<file path="src/rtl/aspt_pkg.sv">
// aspt_pkg: shared types and constants for the angular separation point thinning block
// no dependencies; used by the interfaces, the top level and the checker
package aspt_pkg;

  localparam int MAX_KEPT = 64;
  localparam int KEPT_AW  = $clog2(MAX_KEPT);
  localparam int CNT_W    = KEPT_AW + 1;
  localparam int WANTED_W = 7;
  localparam int CMP_W    = (CNT_W > WANTED_W) ? CNT_W : WANTED_W;
  localparam int COORD_W  = 16;
  localparam int FRAC_W   = 14;
  localparam int PROD_W   = 2 * COORD_W;
  localparam int DOT_W    = PROD_W + 2;
  localparam int LIMIT_W  = COORD_W + FRAC_W;
  localparam int ENTRY_W  = 3 * COORD_W;
  localparam int ADDR_W   = 3;
  localparam int DATA_W   = 32;

  typedef logic signed [COORD_W-1:0] coord_t;

  // register index, taken from paddr[2]
  typedef enum logic {
    REG_WANTED = 1'b0,
    REG_COS    = 1'b1
  } reg_idx_t;

  localparam coord_t COS_RESET = coord_t'(16384);

endpackage

</file>
<file path="src/rtl/aspt_if.sv">
// aspt_in_if / aspt_out_if: valid-ready channels for points and keep marks
// depends on aspt_pkg
interface aspt_in_if import aspt_pkg::*; ();
  logic   valid;
  logic   ready;
  coord_t pos_x;
  coord_t pos_y;
  coord_t pos_z;
  logic   batch_end;

  modport source (output valid, output pos_x, output pos_y, output pos_z,
                  output batch_end, input ready);
  modport sink   (input valid, input pos_x, input pos_y, input pos_z,
                  input batch_end, output ready);
endinterface

interface aspt_out_if import aspt_pkg::*; ();
  logic valid;
  logic ready;
  logic keep_mark;
  logic batch_end_out;

  modport source (output valid, output keep_mark, output batch_end_out, input ready);
  modport sink   (input valid, input keep_mark, input batch_end_out, output ready);
endinterface

</file>
<file path="src/rtl/angular_separation_point_thinning.sv">
// angular_separation_point_thinning: greedy min-separation thinning of unit vectors
// depends on aspt_pkg and the aspt_in_if / aspt_out_if channels
// per item: between item accept and result valid the sequencer scans j kept points
//   (at most the points kept so far in the batch, 0..63; a too-close point ends the scan
//   early); each scanned point costs one memory read and four multiply steps, and a
//   finished result waits in S_DONE until the output register is free
// throughput: one item at a time; the next item is taken the cycle after the result
//   register is loaded, and while that result still waits on the output
// reset (rst, synchronous): wanted_count 0, cos_threshold 1.0, kept list and index empty
module angular_separation_point_thinning import aspt_pkg::*; (
  input  logic                clk,
  input  logic                rst,
  aspt_in_if.sink             in_ch,
  aspt_out_if.source          out_ch,
  input  logic                psel,
  input  logic                penable,
  input  logic                pwrite,
  input  logic [ADDR_W-1:0]   paddr,
  input  logic [DATA_W-1:0]   pwdata,
  output logic [DATA_W-1:0]   prdata,
  output logic                pready
);

  // sequencer states
  typedef enum logic [3:0] {
    S_IDLE = 4'b0001,
    S_READ = 4'b0010,
    S_MUL  = 4'b0100,
    S_DONE = 4'b1000
  } state_t;

  state_t state;

  // configuration registers
  logic [WANTED_W-1:0] wanted_count;
  coord_t              cos_threshold;

  // batch state
  logic [CNT_W-1:0] kept_count;
  logic [CNT_W-1:0] point_index;

  // latched item and per-item working registers
  coord_t              px, py, pz;
  logic                last_r;
  logic                keep_r;
  logic [KEPT_AW-1:0]  k;
  logic [1:0]          comp;
  logic signed [PROD_W-1:0] prod;
  logic signed [DOT_W-1:0]  acc;

  // kept point memory, one entry holds x, y, z
  logic [ENTRY_W-1:0] kept_mem [MAX_KEPT];
  logic [ENTRY_W-1:0] rd_data;
  logic               mem_we;

  // output register
  logic out_valid;
  logic out_keep;
  logic out_last;

  logic                     cfg_wr;
  logic                     cand;
  logic                     out_free;
  logic signed [LIMIT_W-1:0] limit;
  logic signed [DOT_W-1:0]  dot_sum;
  coord_t                   mul_a;
  coord_t                   mul_b;
  logic [CNT_W-1:0]         k_next;

  // ---------------------------------------------------------------------------
  // configuration port: write on the access phase, reads are combinational
  // ---------------------------------------------------------------------------
  assign pready = 1'b1;
  assign cfg_wr = psel && penable && pwrite && pready;

  always_ff @(posedge clk) begin
    if (rst) begin
      wanted_count  <= '0;
      cos_threshold <= COS_RESET;
    end else if (cfg_wr) begin
      unique case (reg_idx_t'(paddr[2]))
        REG_WANTED: wanted_count  <= pwdata[WANTED_W-1:0];
        REG_COS:    cos_threshold <= pwdata[COORD_W-1:0];
        default: ;
      endcase
    end
  end

  always_comb begin
    unique case (reg_idx_t'(paddr[2]))
      REG_WANTED: prdata = DATA_W'(wanted_count);
      REG_COS:    prdata = DATA_W'(cos_threshold);
      default:    prdata = '0;
    endcase
  end

  // ---------------------------------------------------------------------------
  // candidate test: inside the first wanted_count points and below capacity
  // ---------------------------------------------------------------------------
  assign cand = (point_index < CNT_W'(MAX_KEPT))
             && (CMP_W'(point_index) < CMP_W'(wanted_count));

  // threshold scaled to Q2.28
  assign limit = {cos_threshold, {FRAC_W{1'b0}}};

  // shared multiplier operands: component comp of the point and of the kept entry
  always_comb begin
    unique case (comp)
      2'd0:    begin mul_a = px; mul_b = rd_data[3*COORD_W-1:2*COORD_W]; end
      2'd1:    begin mul_a = py; mul_b = rd_data[2*COORD_W-1:COORD_W];   end
      default: begin mul_a = pz; mul_b = rd_data[COORD_W-1:0];           end
    endcase
  end

  // final sum on the last step, compared in the same cycle
  assign dot_sum  = acc + DOT_W'(prod);
  assign k_next   = CNT_W'(k) + CNT_W'(1);
  assign out_free = !out_valid || out_ch.ready;

  assign in_ch.ready = (state == S_IDLE);

  // ---------------------------------------------------------------------------
  // sequencer: one kept point per pass, read then three products and a compare
  // ---------------------------------------------------------------------------
  always_ff @(posedge clk) begin
    if (rst) begin
      state       <= S_IDLE;
      kept_count  <= '0;
      point_index <= '0;
      out_valid   <= 1'b0;
    end else begin
      // load a new result, or drop the one just taken
      if (state == S_DONE && out_free) begin
        out_valid <= 1'b1;
      end else if (out_valid && out_ch.ready) begin
        out_valid <= 1'b0;
      end
      unique case (state)
        S_IDLE: begin
          if (in_ch.valid) begin
            px     <= in_ch.pos_x;
            py     <= in_ch.pos_y;
            pz     <= in_ch.pos_z;
            last_r <= in_ch.batch_end;
            k      <= '0;
            priority if (!cand) begin
              keep_r <= 1'b0;
              state  <= S_DONE;
            end else if (kept_count == '0) begin
              // first candidate of a batch is always kept
              keep_r <= 1'b1;
              state  <= S_DONE;
            end else begin
              state <= S_READ;
            end
          end
        end
        S_READ: begin
          // read data for entry k lands in rd_data this edge
          comp  <= 2'd0;
          state <= S_MUL;
        end
        S_MUL: begin
          prod <= mul_a * mul_b;
          comp <= comp + 2'd1;
          if (comp == 2'd0) begin
            acc <= '0;
          end else begin
            acc <= dot_sum;
          end
          if (comp == 2'd3) begin
            priority if (!(dot_sum < DOT_W'(limit))) begin
              // too close to a kept point
              keep_r <= 1'b0;
              state  <= S_DONE;
            end else if (k_next == kept_count) begin
              keep_r <= (kept_count < CNT_W'(MAX_KEPT));
              state  <= S_DONE;
            end else begin
              k     <= k + KEPT_AW'(1);
              state <= S_READ;
            end
          end
        end
        S_DONE: begin
          if (out_free) begin
            out_keep  <= keep_r;
            out_last  <= last_r;
            priority if (last_r) begin
              kept_count  <= '0;
              point_index <= '0;
            end else begin
              if (keep_r) begin
                kept_count <= kept_count + CNT_W'(1);
              end
              if (point_index < CNT_W'(MAX_KEPT)) begin
                point_index <= point_index + CNT_W'(1);
              end
            end
            state <= S_IDLE;
          end
        end
        default: state <= S_IDLE;
      endcase
    end
  end

  // store the kept point when its result is committed
  assign mem_we = (state == S_DONE) && out_free && keep_r;

  always_ff @(posedge clk) begin
    if (mem_we) begin
      kept_mem[kept_count[KEPT_AW-1:0]] <= {px, py, pz};
    end
    rd_data <= kept_mem[k];
  end

  assign out_ch.valid         = out_valid;
  assign out_ch.keep_mark     = out_keep;
  assign out_ch.batch_end_out = out_last;

endmodule

</file>
<file path="src/flat_wrapper.sv">
// flat-port wrapper written by rule: the top's interface ports become plain ports
module angular_separation_point_thinning_flat import aspt_pkg::*;
  (clk, rst, psel, penable, pwrite, paddr, pwdata, prdata, pready, in_ch_valid, in_ch_pos_x, in_ch_pos_y, in_ch_pos_z, in_ch_batch_end, in_ch_ready, out_ch_valid, out_ch_keep_mark, out_ch_batch_end_out, out_ch_ready);
  aspt_in_if in_ch_i ();
  aspt_out_if out_ch_i ();
  input  logic clk;
  input  logic rst;
  input  logic psel;
  input  logic penable;
  input  logic pwrite;
  input  logic [ADDR_W-1:0] paddr;
  input  logic [DATA_W-1:0] pwdata;
  output logic [DATA_W-1:0] prdata;
  output logic pready;
  input wire logic [$bits(in_ch_i.valid)-1:0] in_ch_valid;
  input wire logic [$bits(in_ch_i.pos_x)-1:0] in_ch_pos_x;
  input wire logic [$bits(in_ch_i.pos_y)-1:0] in_ch_pos_y;
  input wire logic [$bits(in_ch_i.pos_z)-1:0] in_ch_pos_z;
  input wire logic [$bits(in_ch_i.batch_end)-1:0] in_ch_batch_end;
  output wire logic [$bits(in_ch_i.ready)-1:0] in_ch_ready;
  output wire logic [$bits(out_ch_i.valid)-1:0] out_ch_valid;
  output wire logic [$bits(out_ch_i.keep_mark)-1:0] out_ch_keep_mark;
  output wire logic [$bits(out_ch_i.batch_end_out)-1:0] out_ch_batch_end_out;
  input wire logic [$bits(out_ch_i.ready)-1:0] out_ch_ready;
  assign in_ch_i.valid = in_ch_valid;
  assign in_ch_i.pos_x = in_ch_pos_x;
  assign in_ch_i.pos_y = in_ch_pos_y;
  assign in_ch_i.pos_z = in_ch_pos_z;
  assign in_ch_i.batch_end = in_ch_batch_end;
  assign in_ch_ready = in_ch_i.ready;
  assign out_ch_valid = out_ch_i.valid;
  assign out_ch_keep_mark = out_ch_i.keep_mark;
  assign out_ch_batch_end_out = out_ch_i.batch_end_out;
  assign out_ch_i.ready = out_ch_ready;
  angular_separation_point_thinning u_core (.clk(clk), .rst(rst), .in_ch(in_ch_i), .out_ch(out_ch_i), .psel(psel), .penable(penable), .pwrite(pwrite), .paddr(paddr), .pwdata(pwdata), .prdata(prdata), .pready(pready));
endmodule
</file>
<file path="config.mk">
export PLATFORM = sky130hd
export DESIGN_NAME = angular_separation_point_thinning_flat
export DESIGN_NICKNAME = d
export VERILOG_FILES = /design/src/rtl/aspt_pkg.sv /design/src/rtl/aspt_if.sv /design/src/rtl/angular_separation_point_thinning.sv /design/src/flat_wrapper.sv
export SDC_FILE = /design/constraint.sdc
export NUM_CORES = 2
export LEC_CHECK = 0
export BUFFER_PORTS_ARGS = -buffer_cell sky130_fd_sc_hd__buf_2
export CORE_UTILIZATION = 60
export CTS_BUF_LIST = sky130_fd_sc_hd__clkbuf_8 sky130_fd_sc_hd__clkbuf_16
export DETAILED_ROUTE_END_ITERATION = 8
export GPL_ROUTABILITY_DRIVEN = 0
export PLACE_DENSITY_LB_ADDON = 0.1
export SLEW_MARGIN = 30
export SYNTH_ARGS = -nofsm -noshare
export SYNTH_HDL_FRONTEND = slang
export SYNTH_SLANG_ARGS = --single-unit
</file>
<file path="constraint.sdc">
create_clock -name clk -period 9.4 [get_ports clk]
set_input_delay 0.94 -clock clk [delete_from_list [all_inputs] [get_ports clk]]
set_output_delay 0.94 -clock clk [all_outputs]
set_load 0.01 [all_outputs]
</file>
# After elaboration in Yosys (flattened, before gate mapping)
# Memory sizes are Yosys's and may differ from the RTL's. A register that Yosys moved wholly into a read port is not among the register bits.
# Index checks and enable logic that the tools add are counted.
[totals]
regBits = 168
ram_bits = 3072
in_bits = 91
out_inout_bits = 37
word_cells = 103
n_memories = 1
[classes]
add_sub_neg = 6
multipliers = 1
order_cmp = 4
eq_ne = 14
mux = 32
n_bitwise = 2
n_reduce_logical = 26
[memory_table]
columns = ["name", "depth", "width", "read_ports", "rd_clocked_by_memory_dff", "wr", "line", "rtl"]
rows = [
  ["u_core.kept_mem", 64, 48, 1, 1, 1, "angular_separation_point_thinning.sv:52", "logic [ENTRY_W-1:0] kept_mem [MAX_KEPT];"],
]
[op_table]
columns = ["cell", "count"]
rows = [
  ["16-bit one-hot mux with 2 select lines", 2],
  ["32-bit one-hot mux with 2 select lines", 1],
  ["34-bit by 32-bit adder with 34-bit output", 1],
  ["34-bit by 30-bit less-than comparator with 1-bit output", 1],
  ["16-bit by 16-bit multiplier with 32-bit output", 1],
  ["4-bit two-way mux", 7],
  ["7-bit two-way mux", 4],
  ["6-bit two-way mux", 4],
  ["4-bit one-hot mux with 4 select lines", 1],
  ["3-bit AND reduction", 5],
  ["7-bit by 1-bit adder with 7-bit output (second input constant)", 2],
  ["7-bit less-than comparator (second input constant)", 2],
  ["6-bit one-hot mux with 2 select lines", 1],
  ["6-bit AND reduction", 2],
  ["1-bit two-way mux", 10],
  ["2-bit nonzero test", 5],
  ["2-bit AND reduction", 4],
  ["6-bit by 1-bit adder with 7-bit output (second input constant)", 1],
  ["7-bit == test", 1],
  ["7-bit zero test", 1],
  ["7-bit less-than comparator", 1],
  ["6-bit by 1-bit adder with 6-bit output (second input constant)", 1],
  ["1-bit logical AND", 6],
  ["2-bit by 1-bit inequality test with 1-bit output (second input constant)", 3],
  ["15 further kinds", 18],
]

# Longest topological paths before layout
[depth]
ltp_word = 6
depth_mapped = 30
ltp_nobuf = 27

# Worst setup path after synthesis
# OpenSTA, ideal clock, no wires.
[synth_timing]
path_type = "reg-to-reg"
from = "register u_core.px[15]"
to = "register u_core.prod[31], data pin"
arrival_ns = 6.870
setup_slack_ns = 2.249
path_stages_with_launch = 21
cell_sequence = "edfxtp_1 -> a22o_1 -> a21oi_1 -> or2_2 -> inv_1 -> fa_1 -> fa_1 -> fa_1 -> fa_1 -> fa_1 -> inv_1 -> fa_1 -> inv_1 -> ha_1 -> nand2_1 -> o21bai_1 -> and2_1 -> a311oi_1 -> o31ai_1 -> o41ai_1 -> o211ai_1"
[synth_between]
elab_chain_len = 2
[synth_lines]
columns = ["element", "line", "rtl"]
rows = [
  ["from (decl)", "angular_separation_point_thinning.sv:43", "coord_t px, py, pz;"],
  ["from (signal assigned)", "angular_separation_point_thinning.sv:141", "px <= in_ch.pos_x;"],
  ["16-bit one-hot mux with 2 select lines", "angular_separation_point_thinning.sv:108", "unique case (comp)"],
  ["16-bit by 16-bit multiplier with 32-bit output", "angular_separation_point_thinning.sv:164", "prod <= mul_a * mul_b;"],
  ["to (signal assigned)", "angular_separation_point_thinning.sv:164", ""],
  ["to (decl)", "angular_separation_point_thinning.sv:48", "logic signed [PROD_W-1:0] prod;"],
]
# No other way between the ends.
# A chain may end at the register's enable or synchronous reset.

# Worst setup path in the final report
[layout_timing]
from = "register u_core.comp[0]"
to = "register u_core.prod[31], data pin"
[layout_between]
elab_chain_len = 3
word_cells_on_any_way = 5
classes_between = "mul (1); eq/ne (1); mux (2); reduce/logical (1)"
[layout_lines]
columns = ["element", "line", "rtl"]
rows = [
  ["from (decl)", "angular_separation_point_thinning.sv:47", "logic [1:0] comp;"],
  ["from (signal assigned)", "angular_separation_point_thinning.sv:165", "comp <= comp + 2'd1;"],
  ["2-bit by 1-bit == test with 1-bit output / 2-bit zero test (equally long branches)", "angular_separation_point_thinning.sv:108", ""],
  ["16-bit one-hot mux with 2 select lines", "angular_separation_point_thinning.sv:108", ""],
  ["16-bit by 16-bit multiplier with 32-bit output (*)", "angular_separation_point_thinning.sv:164", ""],
]
# Every way passes the cells marked *; elsewhere a longest branch is shown, timed or not.

==> flow_metrics.env <==
export IMPL_rrSetupSlack_ns=0.91
export IMPL_ant_nets=0
export IMPL_via_per_inst=6.81
export IMPL_leakagePower_nw=50.3
export IMPL_pwr_density_cell_nw_per_um2=262
export IMPL_synth_top_area_share_pct=70.5
export IMPL_ys_top_cells_by_area="edfxtp_1, mux4_2, fa_1"
export IMPL_hold_path_endpoint="u_core.pz[1]$_DFFE_PP_"
export IMPL_async_flop_share_pct=0
export IMPL_synthFlopType="edfxtp_1"
export IMPL_grt_remaining_overflow=0
export IMPL_crit_type="flop to flop"
export IMPL_tightest_slew_ns=1.12
export IMPL_post_cts_buffers=0
export IMPL_drt_iter0_drc=10700
export IMPL_combPwrFrac_pct=26.2
export IMPL_areaGrowthSynthToFinish_pct=12.0
export IMPL_fin_setup_tns_ns=0
export IMPL_die_h_um=478
export IMPL_dr_pass1_iters=9
export IMPL_ff2ff_path_depth=23
export IMPL_clkPwrFrac_pct=31.8
export IMPL_wl_um=373000
export IMPL_clock_tree_root_cell="clkbuf_16"
export IMPL_maxSlewHeadroom_pct=25.6
export IMPL_drive_gt1_share_pct=26.7
export IMPL_max_vdd_ir_drop_mv=0.534
export IMPL_reg2reg_from="u_core.comp[0]$_SDFFCE_PN0P_"
export IMPL_worstPathMaxFanout=16
export IMPL_cts_buffers=344
export IMPL_cts_buffer_depth=4
export IMPL_power_switching_mw=11.5
export IMPL_cts_sinks=3288
export IMPL_hold_path_startpoint="in_ch_pos_z[1]"
export IMPL_nets=7331
export IMPL_failed_checks="DRC"
export IMPL_final_seq_area_um2=97800
export IMPL_final_cell_mix="edfxtp_1, mux4_2, inv_1"
export IMPL_rows=174
export IMPL_critPathCaptureType="flop"
export IMPL_maxCapViolCount=0
export IMPL_max_freq_mhz=118
export IMPL_grt_pass1_wl_um=521000
export IMPL_drc=26
export IMPL_clk_pin_slew_worst_paths_ns=0.06
export IMPL_synth_edf_count=3198
export IMPL_worstHoldPathCells=1
export IMPL_htree_levels=5
export IMPL_fillers=14200
export IMPL_seq_area_frac_synth_pct=71.9
export IMPL_multiInputGateArea_um2=36200
export IMPL_insertion_delay_ns=0.99
export IMPL_grt_pass1_vias=68600
export IMPL_slew_viol_final=0
export IMPL_cts_tree="yes"
export IMPL_numPortBuffers=108
export IMPL_syn_num_nets=6958
export IMPL_worstPathArrival_ns=9.11
export IMPL_finalHoldViolations=0
export IMPL_ys_seq_elements=3288
export IMPL_r2r_end="u_core.prod[31]$_DFFE_PP_"
export IMPL_antenna_found_initial=14
export IMPL_skew_ns=0.0942
export IMPL_die_area_um2=229000
export IMPL_fin_crit_sh_pct=90.3
export IMPL_die_w_um=478
export IMPL_cts_hold_buf=0
export IMPL_io_pins=128
export IMPL_grt_usage_pct=33.1
export IMPL_synth_top_area_cell="edfxtp_1"
export IMPL_worstPathRequired_ns=10.02
export IMPL_hold_path_class="input port to flop"
export IMPL_status="finished, violations left"
export IMPL_p_int_mw=28.6
export IMPL_cp_start_kind="flop"
export IMPL_wl_per_cell_um=36.9
export IMPL_layout_commonest_cell="edfxtp_1"
export IMPL_min_period_ns=8.49
export IMPL_swShare_pct=28.7
export IMPL_rsz0062_at_grt="false"
export IMPL_avgSynthCellArea_um2=21.1
export IMPL_syn_inst=6457
export IMPL_setup_viol=0
export IMPL_cts_resized=0
export IMPL_grt_max_degree=126
export IMPL_yosysWarnings=0
export IMPL_netlist_area_um2=136000
export IMPL_ys_types=69
export IMPL_dp_hpwl_um=211000
export IMPL_start_util_pct=60.5
export IMPL_core_area_um2=225000
export IMPL_hold_ws_ns=0.153
export IMPL_vias=68700
export IMPL_p_seq_share_pct=42.0
==> how the worst max path moves through the flow <==
stage / start / to / slack [ns]
CTS: u_core.comp[0]$_SDFFCE_PN0P_ / u_core.prod[31]$_DFFE_PP_ / 1.05
floorplan: u_core.px[15]$_DFFE_PP_ / u_core.prod[31]$_DFFE_PP_ / 2.25
global placement: u_core.comp[0]$_SDFFCE_PN0P_ / u_core.prod[31]$_DFFE_PP_ / 1.09
global route: u_core.comp[1]$_SDFFCE_PN0P_ / u_core.prod[31]$_DFFE_PP_ / 0.57
detailed placement: u_core.comp[0]$_SDFFCE_PN0P_ / u_core.prod[31]$_DFFE_PP_ / 1.09
finish: u_core.comp[0]$_SDFFCE_PN0P_ / u_core.prod[31]$_DFFE_PP_ / 0.91
==> synth_stat cells, drive strengths merged, types with 5 or more instances <==
library cell,instances
mux4,1008
dfxtp,90
a211oi,9
o21bai,8
xor2,23
o41ai,5
fa,263
nand4,15
buf,133
ha,147
nor2,296
nand2b,17
o21a,7
nand2,212
inv,353
or3,10
nor2b,32
a22o,32
clkbuf,180
nand3,22
o211ai,7
edfxtp,3198
a21o,47
and3,11
nor4b,6
or2,6
and2,7
a31oi,12
nor3,24
o21ai,46
xnor2,56
a21oi,115
==> cell type report <==
class / instances / area share [%]
inverter: 353 / 0.869
clock inverter: 238 / 0.974
clock buffer: 365 / 5.88
sequential: 3288 / 64.1
timing repair buffer: 340 / 1.96
antenna: 8 / 0.0131
multi-input combinational: 2503 / 23.7
tap: 2992 / 2.45
==> per-stage QoR <==
step	power, mW	area (um^2)	setup WS, ns	util (%)	instances
after floorplan	25.1	136000	2.25	-	6457
after global placement	27.4	141000	1.09	62.8	9450
after detailed placement	27.6	142000	1.09	63.0	9472
after CTS	40.2	152000	1.05	67.7	10100
after global routing	42.1	153000	0.568	67.7	10100
final	40.0	153000	0.909	67.8	10100
==> registers in the layout, summed over array words and instances (netlist names) <==
| register | count |
|---|---|
| u_core.point_index | 7 |
| u_core.comp | 2 |
| u_core.out_ch.batch_end_out | 1 |
| u_core.rd_data | 48 |
| u_core.state | 4 |
| u_core.out_ch.keep_mark | 1 |
| u_core.py | 16 |
| u_core.acc | 34 |
| u_core.out_ch.valid | 1 |
| u_core.kept_count | 7 |
| u_core.last_r | 1 |
| u_core.keep_r | 1 |
| u_core.px | 16 |
| u_core.cos_threshold | 16 |
| u_core.k | 6 |
| u_core.wanted_count | 7 |
| u_core.kept_mem | 3072 |
| u_core.pz | 16 |
| u_core.prod | 32 |
==> power groups by stage <==
stage          clock network (mW)  registers (mW)  logic, mW
4_1_cts                      12.8            16.8       10.5
6_report                     12.7            16.8       10.5
3_5_place_dp                    0            17.1       10.5
3_3_place_gp                    0            17.1       10.3
2_1_floorplan                   0            17.2       7.93
5_1_grt                      13.4            16.8       11.9
==> metal layers <==
metal	track usage, %	vias up	part of all wire, %
li1	-	26900	-
met1	47.8	36800	38
met2	50.6	4336	47
met3	7.32	694	11
met4	11.9	4	3.9
met5	0	-	0.0064
==> critical path: stages (launching register included) <==
cell and delay, ns:
edfxtp_1 0.44, ha_2 0.39, buf_4 0.30, a22o_1 0.28
a21oi_1 0.81, nor2_1 0.17, fa_1 0.58, inv_1 0.05
fa_1 0.41, fa_1 0.56, inv_1 0.06, fa_1 0.46
fa_1 0.51, inv_1 0.05, fa_1 0.47, inv_1 0.04
ha_1 0.34, and3_1 0.25, and2_1 0.15, o311ai_0 0.63
and3_1 0.31, o31ai_1 0.14, o41ai_1 0.53, o211ai_1 0.17
==> cell families (layout without fill, tap and decap cells) <==
group                    Yosys count  after routing  share of synthesized area, %
AND/OR/NAND/NOR                  675            675                          2.17
XOR/XNOR                          80             80                         0.525
other                              1              9                       0.00275
buffers and inverters            666           1296                          1.97
adder cells (fa/ha/maj)          410            410                          5.22
multiplexers                    1011           1011                          16.7
AO/OA/AOI/OAI                    326            326                          1.56
flip-flops                      3288           3288                          71.9
(Power assumes the default switching activity.)
